### config.mk
export PLATFORM = sky130hd
export DESIGN_NAME = hsd_ctrl
export DESIGN_NICKNAME = d
export VERILOG_FILES = /design/src/rtl/hsd_pkg.sv /design/src/rtl/hsd_ctrl.sv
export VERILOG_INCLUDE_DIRS = /design/src /design/src/rtl
export SDC_FILE = /design/constraint.sdc
export NUM_CORES = 1
export LEC_CHECK = 0
export ABC_AREA = 1
export BUFFER_PORTS_ARGS = -buffer_cell sky130_fd_sc_hd__buf_2
export CORE_AREA = 2 2 39 41
export CTS_CLUSTER_DIAMETER = 40
export CTS_CLUSTER_SIZE = 25
export DETAILED_ROUTE_END_ITERATION = 16
export DIE_AREA = 0 0 41 43
export GPL_TIMING_DRIVEN = 1
export SETUP_SLACK_MARGIN = 0.15
export SYNTH_ARGS = -nofsm -noshare
export SYNTH_HDL_FRONTEND = slang
export SYNTH_SLANG_ARGS = --single-unit
### constraint.sdc
create_clock -name i_clk -period 1.25 [get_ports i_clk]
set_clock_uncertainty 0.2 [all_clocks]
set_input_delay 0.125 -clock i_clk [delete_from_list [all_inputs] [get_ports i_clk]]
set_output_delay 0.125 -clock i_clk [all_outputs]
set_load 0.05 [all_outputs]
### src/rtl/huffman_stream_decoder_assert.svh
// Assertion macros used by the decoder controller (hsd_ctrl).
// Expects i_clk and i_rst_n in the including module.
`ifndef HUFFMAN_STREAM_DECODER_ASSERT_SVH
`define HUFFMAN_STREAM_DECODER_ASSERT_SVH

// same-cycle implication
`define HSD_ASSERT_IMP(lbl, ante, cons, msg) \
    lbl: assert property (@(posedge i_clk) disable iff (!i_rst_n) (ante) |-> (cons)) \
        else $error(msg);

// next-cycle implication
`define HSD_ASSERT_NXT(lbl, ante, cons, msg) \
    lbl: assert property (@(posedge i_clk) disable iff (!i_rst_n) (ante) |=> (cons)) \
        else $error(msg);

`endif

### src/rtl/hsd_pkg.sv
// Package for the Huffman stream decoder: sizes, codes, enums and the
// controller/datapath command and status structs. No dependencies.
`default_nettype none
package hsd_pkg;

    localparam int NODE_COUNT         = 512;
    localparam int NODE_AW            = $clog2(NODE_COUNT);
    localparam int NODE_CW            = NODE_AW + 1;
    localparam int MAX_PASSWORD_BYTES = 8;

    localparam logic CFG_PWD_WORD = 1'b0;
    localparam logic CFG_PWD_LEN  = 1'b1;

    typedef enum logic [2:0] {
        PH_SIZE, PH_ALPHA, PH_PWLEN, PH_PWD, PH_TSYM, PH_TLEN, PH_TPATH, PH_BODY
    } t_phase;

    typedef enum logic [1:0] {
        RS_SYMBOL, RS_PASSWORD, RS_OVERFLOW, RS_INVALID
    } t_status;

    typedef enum logic [2:0] {
        CS_CLEAR, CS_IDLE, CS_BIT, CS_WAIT, CS_FLUSH
    } t_ctrl_state;

    typedef struct packed {
        logic clr;        // clear one node row
        logic accept;     // take the input byte
        logic step;       // consume one stream bit
        logic wait_step;  // use node read data
        logic flush;      // release pending result as last
    } t_dp_cmd;

    typedef struct packed {
        logic clr_done;
        logic start_in;
        logic go_bits;
        logic out_free;
        logic rd_issue;
        logic stop;
        logic bit_last;
        logic bits_empty;
    } t_dp_sts;

endpackage
`default_nettype wire

### src/rtl/hsd_ctrl.sv
// Sequencing FSM of the Huffman stream decoder.
// Depends on hsd_pkg and huffman_stream_decoder_assert.svh.
`default_nettype none
`include "huffman_stream_decoder_assert.svh"
module hsd_ctrl (
    input  logic             i_clk,
    input  logic             i_rst_n,
    input  logic             i_in_valid,
    output logic             o_in_ready,
    input  hsd_pkg::t_dp_sts i_sts,
    output hsd_pkg::t_dp_cmd o_cmd
);
    import hsd_pkg::*;

    t_ctrl_state r_state, n_state;

    always_ff @(posedge i_clk) begin
        if (!i_rst_n) begin
            r_state <= CS_CLEAR;
        end else begin
            r_state <= n_state;
        end
    end

    always_comb begin
        n_state    = r_state;
        o_in_ready = 1'b0;
        o_cmd      = '0;
        case (r_state)
            CS_CLEAR: begin
                o_cmd.clr = 1'b1;
                if (i_sts.clr_done) begin
                    n_state = CS_IDLE;
                end
            end
            CS_IDLE: begin
                o_in_ready = 1'b1;
                if (i_in_valid) begin
                    o_cmd.accept = 1'b1;
                    if (i_sts.start_in) begin
                        n_state = CS_CLEAR;
                    end else if (i_sts.go_bits) begin
                        n_state = CS_BIT;
                    end else begin
                        n_state = CS_FLUSH;
                    end
                end
            end
            CS_BIT: begin
                if (i_sts.out_free) begin
                    o_cmd.step = 1'b1;
                    if (i_sts.rd_issue) begin
                        n_state = CS_WAIT;
                    end else if (i_sts.stop || i_sts.bit_last) begin
                        n_state = CS_FLUSH;
                    end
                end
            end
            CS_WAIT: begin
                if (i_sts.out_free) begin
                    o_cmd.wait_step = 1'b1;
                    n_state = i_sts.bits_empty ? CS_FLUSH : CS_BIT;
                end
            end
            CS_FLUSH: begin
                if (i_sts.out_free) begin
                    o_cmd.flush = 1'b1;
                    n_state = CS_IDLE;
                end
            end
            default: n_state = CS_IDLE;
        endcase
    end

    `HSD_ASSERT_IMP(a_one_cmd, 1'b1, $onehot0(o_cmd), "more than one datapath command")
    `HSD_ASSERT_NXT(a_start_clears, (o_cmd.accept && i_sts.start_in), (r_state == CS_CLEAR), "start did not clear")
    `HSD_ASSERT_NXT(a_read_waits, (o_cmd.step && i_sts.rd_issue), (r_state == CS_WAIT), "node read not awaited")

endmodule
`default_nettype wire

* Word-level counts from Yosys, hierarchy flattened
Index checks and enable logic that the tools add are counted.
** Operators by class
- Mux-type cells :: 19
- Eq/ne operators :: 10
- Reductions and logical operators :: 3
** Operators by type and width (count)
- 3-bit 2-to-1 mux :: 10
- 3-bit case mux with 5 select lines :: 1
- 2-bit != test, second input constant :: 5
- 1-bit 2-to-1 mux :: 8
- 3-bit by 2-bit equality test with 1-bit output, second input constant :: 2
- 6-bit AND reduction :: 1
- 3-bit by 1-bit equality test with 1-bit output, second input constant :: 1
- 3-bit equality test, second input constant :: 1
- 3-bit logical NOT :: 1
- 3-bit != test, second input constant :: 1
- 1-bit logical OR :: 1
** Storage, ports and cells
- Register bits after elaboration :: 3
- Input port bits :: 11
- Logic and storage cells :: 33
- Output and inout port bits :: 6

* Logic depth before layout (Yosys ltp)
- Depth in word-level cells :: 5
- Gate-level depth with buffers :: 10
- Mapped depth without buffers :: 9

* Worst setup path before layout
OpenSTA, ideal clock, no wires.
- Kind :: reg-to-output
- From :: reg r_state[1]
- To :: out o_cmd[4] in the netlist's numbering
- Buffers on the path :: 1
- Required time :: 0.925 ns
- Path slack :: -0.597 ns
- Cell stages (with the launch flop) :: 3
- Data arrival time :: 1.522 ns
- Path through :: dfxtp_1 -> buf_4 -> nor3_1
** RTL lines
- start: declaration :: RTL line hsd_ctrl.sv:15 : t_ctrl_state r_state, n_state;
- start signal: assignment :: RTL line hsd_ctrl.sv:21 : r_state <= n_state;
- end: declaration :: RTL line hsd_ctrl.sv:11 : output hsd_pkg::t_dp_cmd o_cmd

==> results.tsv <==
stage	metric	value	unit
run	total of max-cap violations	0	
synth	post-synth top area share	18.7	%
clock_network	clock root buffer	clkbuf_4	
min_path	Hold Path Class	input pin to flip-flop	
routing	drc violations	0	
final_layout	synth-to-layout area growth	103	%
synth	cell taking the most area after synthesis	nand2_1	
sta	RSZ-0062 raised after global routing	yes	
critical_path	Worst R2R Start	r_state[0]	
clock_network	H-tree depth	1	
synth	top_reg_cell synth	dfxtp_1	
routing	Routed Antenna Nets	0	
synth	Mapped Nets	81	
final_layout	Layout Cells excl Fill	115	
routing	Pre-antenna DRT Iters	2	
final_layout	final core occ	53.1	%
sta	Min Hold Slack	106	ps
final_layout	fillcell total	147	
grt	Tot GR Track Use	13.2	%
clock_network	clock slew at reported path FFs	40	ps
placed_design	number of I/O port buffers	16	
min_path	hold_sp	i_sts[4]	
synth	cell with the most instances after synthesis	nand2_1	
clock_network	clk_lat worst skew	240	ps
sta	Tcrit/Tclk final	115	%
routing	vias per inst	4.25	
synth	list of most frequent post-synthesis cells	18 x nand2_1, 16 x nor2_1, 9 x inv_1, 7 x nand3_1, 4 x nor2_2	
synth	EDFF count, synth	0	
synth	synthesized area	362	sq um
final_layout	largest registers	r_state x3	
die	starting density of the core	26.1	%
sta	Fin. Hold Viols	0	
die	num rows	14	
clock_network	CTS tree	yes	
clock_network	Longest Clk Path Bufs	2	
synth	async set or reset register ratio after synthesis	0	%
placed_design	RePlAce Congestion	0.799	
clock_network	TritonCTS Sinks	3	
sta	Slew @ Worst Pin	185	ps
run_status	status	complete, but fails checks	
die	Die W	41	microns
sta	count of final max-slew check failures	0	
clock_network	CTS Buf Count	3	
critical_path	worst path arrival time	1120	ps
grt	global-route wire length before repair	1.55	mm
die	Die ar.	0.00176	sq mm
final_layout	max reg flops	3	
grt	GRT overflow	0	
synth	post-synthesis sequential area ratio	16.6	%
synth	top cells by area, synth	nand2_1 19%, dfxtp_1 17%, nor2_1 17%	
grt	largest net degree at the start of global routing	8	
synth	mean post-synth cell area	5.17	sq um
sta	Post-Route Setup TNS	-1520	ps
final_layout	Largest Register	r_state	
synth	YS warnings	0	
grt	antenna violations before repair	0	
placed_design	DP Area	582	sq um
synth	Synth cell types	16	
sta	Final min period	1440	ps
die	Top Ports	17	
sta	relative slew slack	87.7	%
critical_path	kind of critical path	flip-flop to output pin	
power_and_ir_drop	Leakage	0.363	nW
critical_path	CP Capture Type	output pin	
routing	WL/cell	9.36	microns
final_layout	Layout Nets	111	
placed_design	dpl cells	107	
routing	final wirelength	1.08	mm
grt	vias in the first global route	398	
die	Die Height	43	microns
routing	total number of vias	489	
routing	met3 WL post-DR	50	microns
routing	highest metal used	met4	
power_and_ir_drop	Max VDD drop	983	uV
critical_path	Max FO, Critical Path	7	
critical_path	Critical Path RT	930	ps
run_status	failing checks	negative setup slack	
final_layout	layout cell share with drive strength beyond 1	57.6	%
die	core area	0.00138	sq mm
sta	setup ws final	-192	ps
sta	FMAX	693	MHz
critical_path	Critical Path Source Type	flip-flop	
routing	First DRT Iteration DRCs	1	
critical_path	crit path from	r_state[0]	
synth	Mapped Cells	70	
power_and_ir_drop	PwrDens	2440	mW/mm^2
final_layout	final instance area	734	sq um
routing	WL met2	543	microns
routing	met1 WL	442	microns
sta	final setup vio count	9	
placed_design	hpwl dp	849	microns
synth	#FFs+latches synth	3	
final_layout	n_diodes	0	
==> kinds of logic after synthesis <==
| family | Yosys count | synth area share [%] |
|---|---|---|
| AND/OR/NAND/NOR | 51 | 64.7 |
| AO/OA/AOI/OAI | 3 | 4.15 |
| flip-flops | 3 | 16.6 |
| buffers and inverters | 13 | 14.5 |
==> metal layers <==
layer	GRT usage, %	vias up
li1	-	271
met1	15.1	200
met2	21.6	14
met5	0	-
met4	6.00	0
met3	3.14	4
==> through the flow <==
| stage | worst slack (ps) | power [mW] |
|---|---|---|
| floorplan | -82.5 | 1.06 |
| global placement | -86.6 | 1.29 |
| detailed placement | -102 | 1.31 |
| CTS | -193 | 1.66 |
| global route | -243 | 1.91 |
| finish | -192 | 1.79 |
==> worst max-delay path, stage by stage (launching register included) <==
cell	delay, ps
dfxtp_4	390
inv_4	50
nor2_4	110
nand2_4	90
nor2_4	90
buf_8	150
==> report_power, final <==
| part | switching (mW) | total, mW | internal [mW] | leakage, nW |
|---|---|---|---|---|
| Combinational | 0.784 | 1.37 | 0.582 | 0.322 |
| Clock | 0.0534 | 0.173 | 0.120 | 0.0150 |
| Sequential | 0.0917 | 0.250 | 0.158 | 0.0267 |
==> final timing paths <==
path	slack, ps	to	cells past startpoint
max	-190	o_cmd[3]	5
min	110	r_state[2]	5
max reg2reg	-160	r_state[1]	9
min reg2reg	370	r_state[0]	2
==> layout make-up <==
class | instances | area [sq um] | area share, %
multi-input combinational | 54 | 342 | 46.5
clock buffer | 4 | 26.3 | 3.58
tap | 16 | 20.0 | 2.73
inverter | 12 | 56.3 | 7.67
timing repair buffer | 26 | 219 | 29.8
sequential | 3 | 71.3 | 9.71
==> placed cells by master, fill, tap and decap left out <==
cell type,count
buf_8,2
inv_6,1
dfxtp_4,3
buf_2,10
dlygate4sd3_1,1
clkbuf_1,1
nand2_4,1
buf_4,7
nand4_1,1
nand3_4,1
nor2_4,6
buf_12,1
clkbuf_4,3
nand3_2,3
buf_6,5
o21ai_2,1
nand2_1,14
nor2_1,10
nand3_1,4
inv_4,1
nor2_2,5
nand2_2,4
a21oi_1,2
inv_2,1
nor3_4,1
clkinvlp_4,1
inv_1,8
nand3b_1,1
==> what timing repair did <==
| item | 4_1_cts | 5_1_grt |
|---|---|---|
| buffers inserted | 1 | 2 |
| hold buffers | 1 | 0 |
| hold endpoints to repair | 3 | 0 |
| gates resized for setup | 17 | 10 |
| setup endpoints to repair | 9 | 9 |
| pin swaps | 3 | 11 |
(Power assumes the default switching activity.)
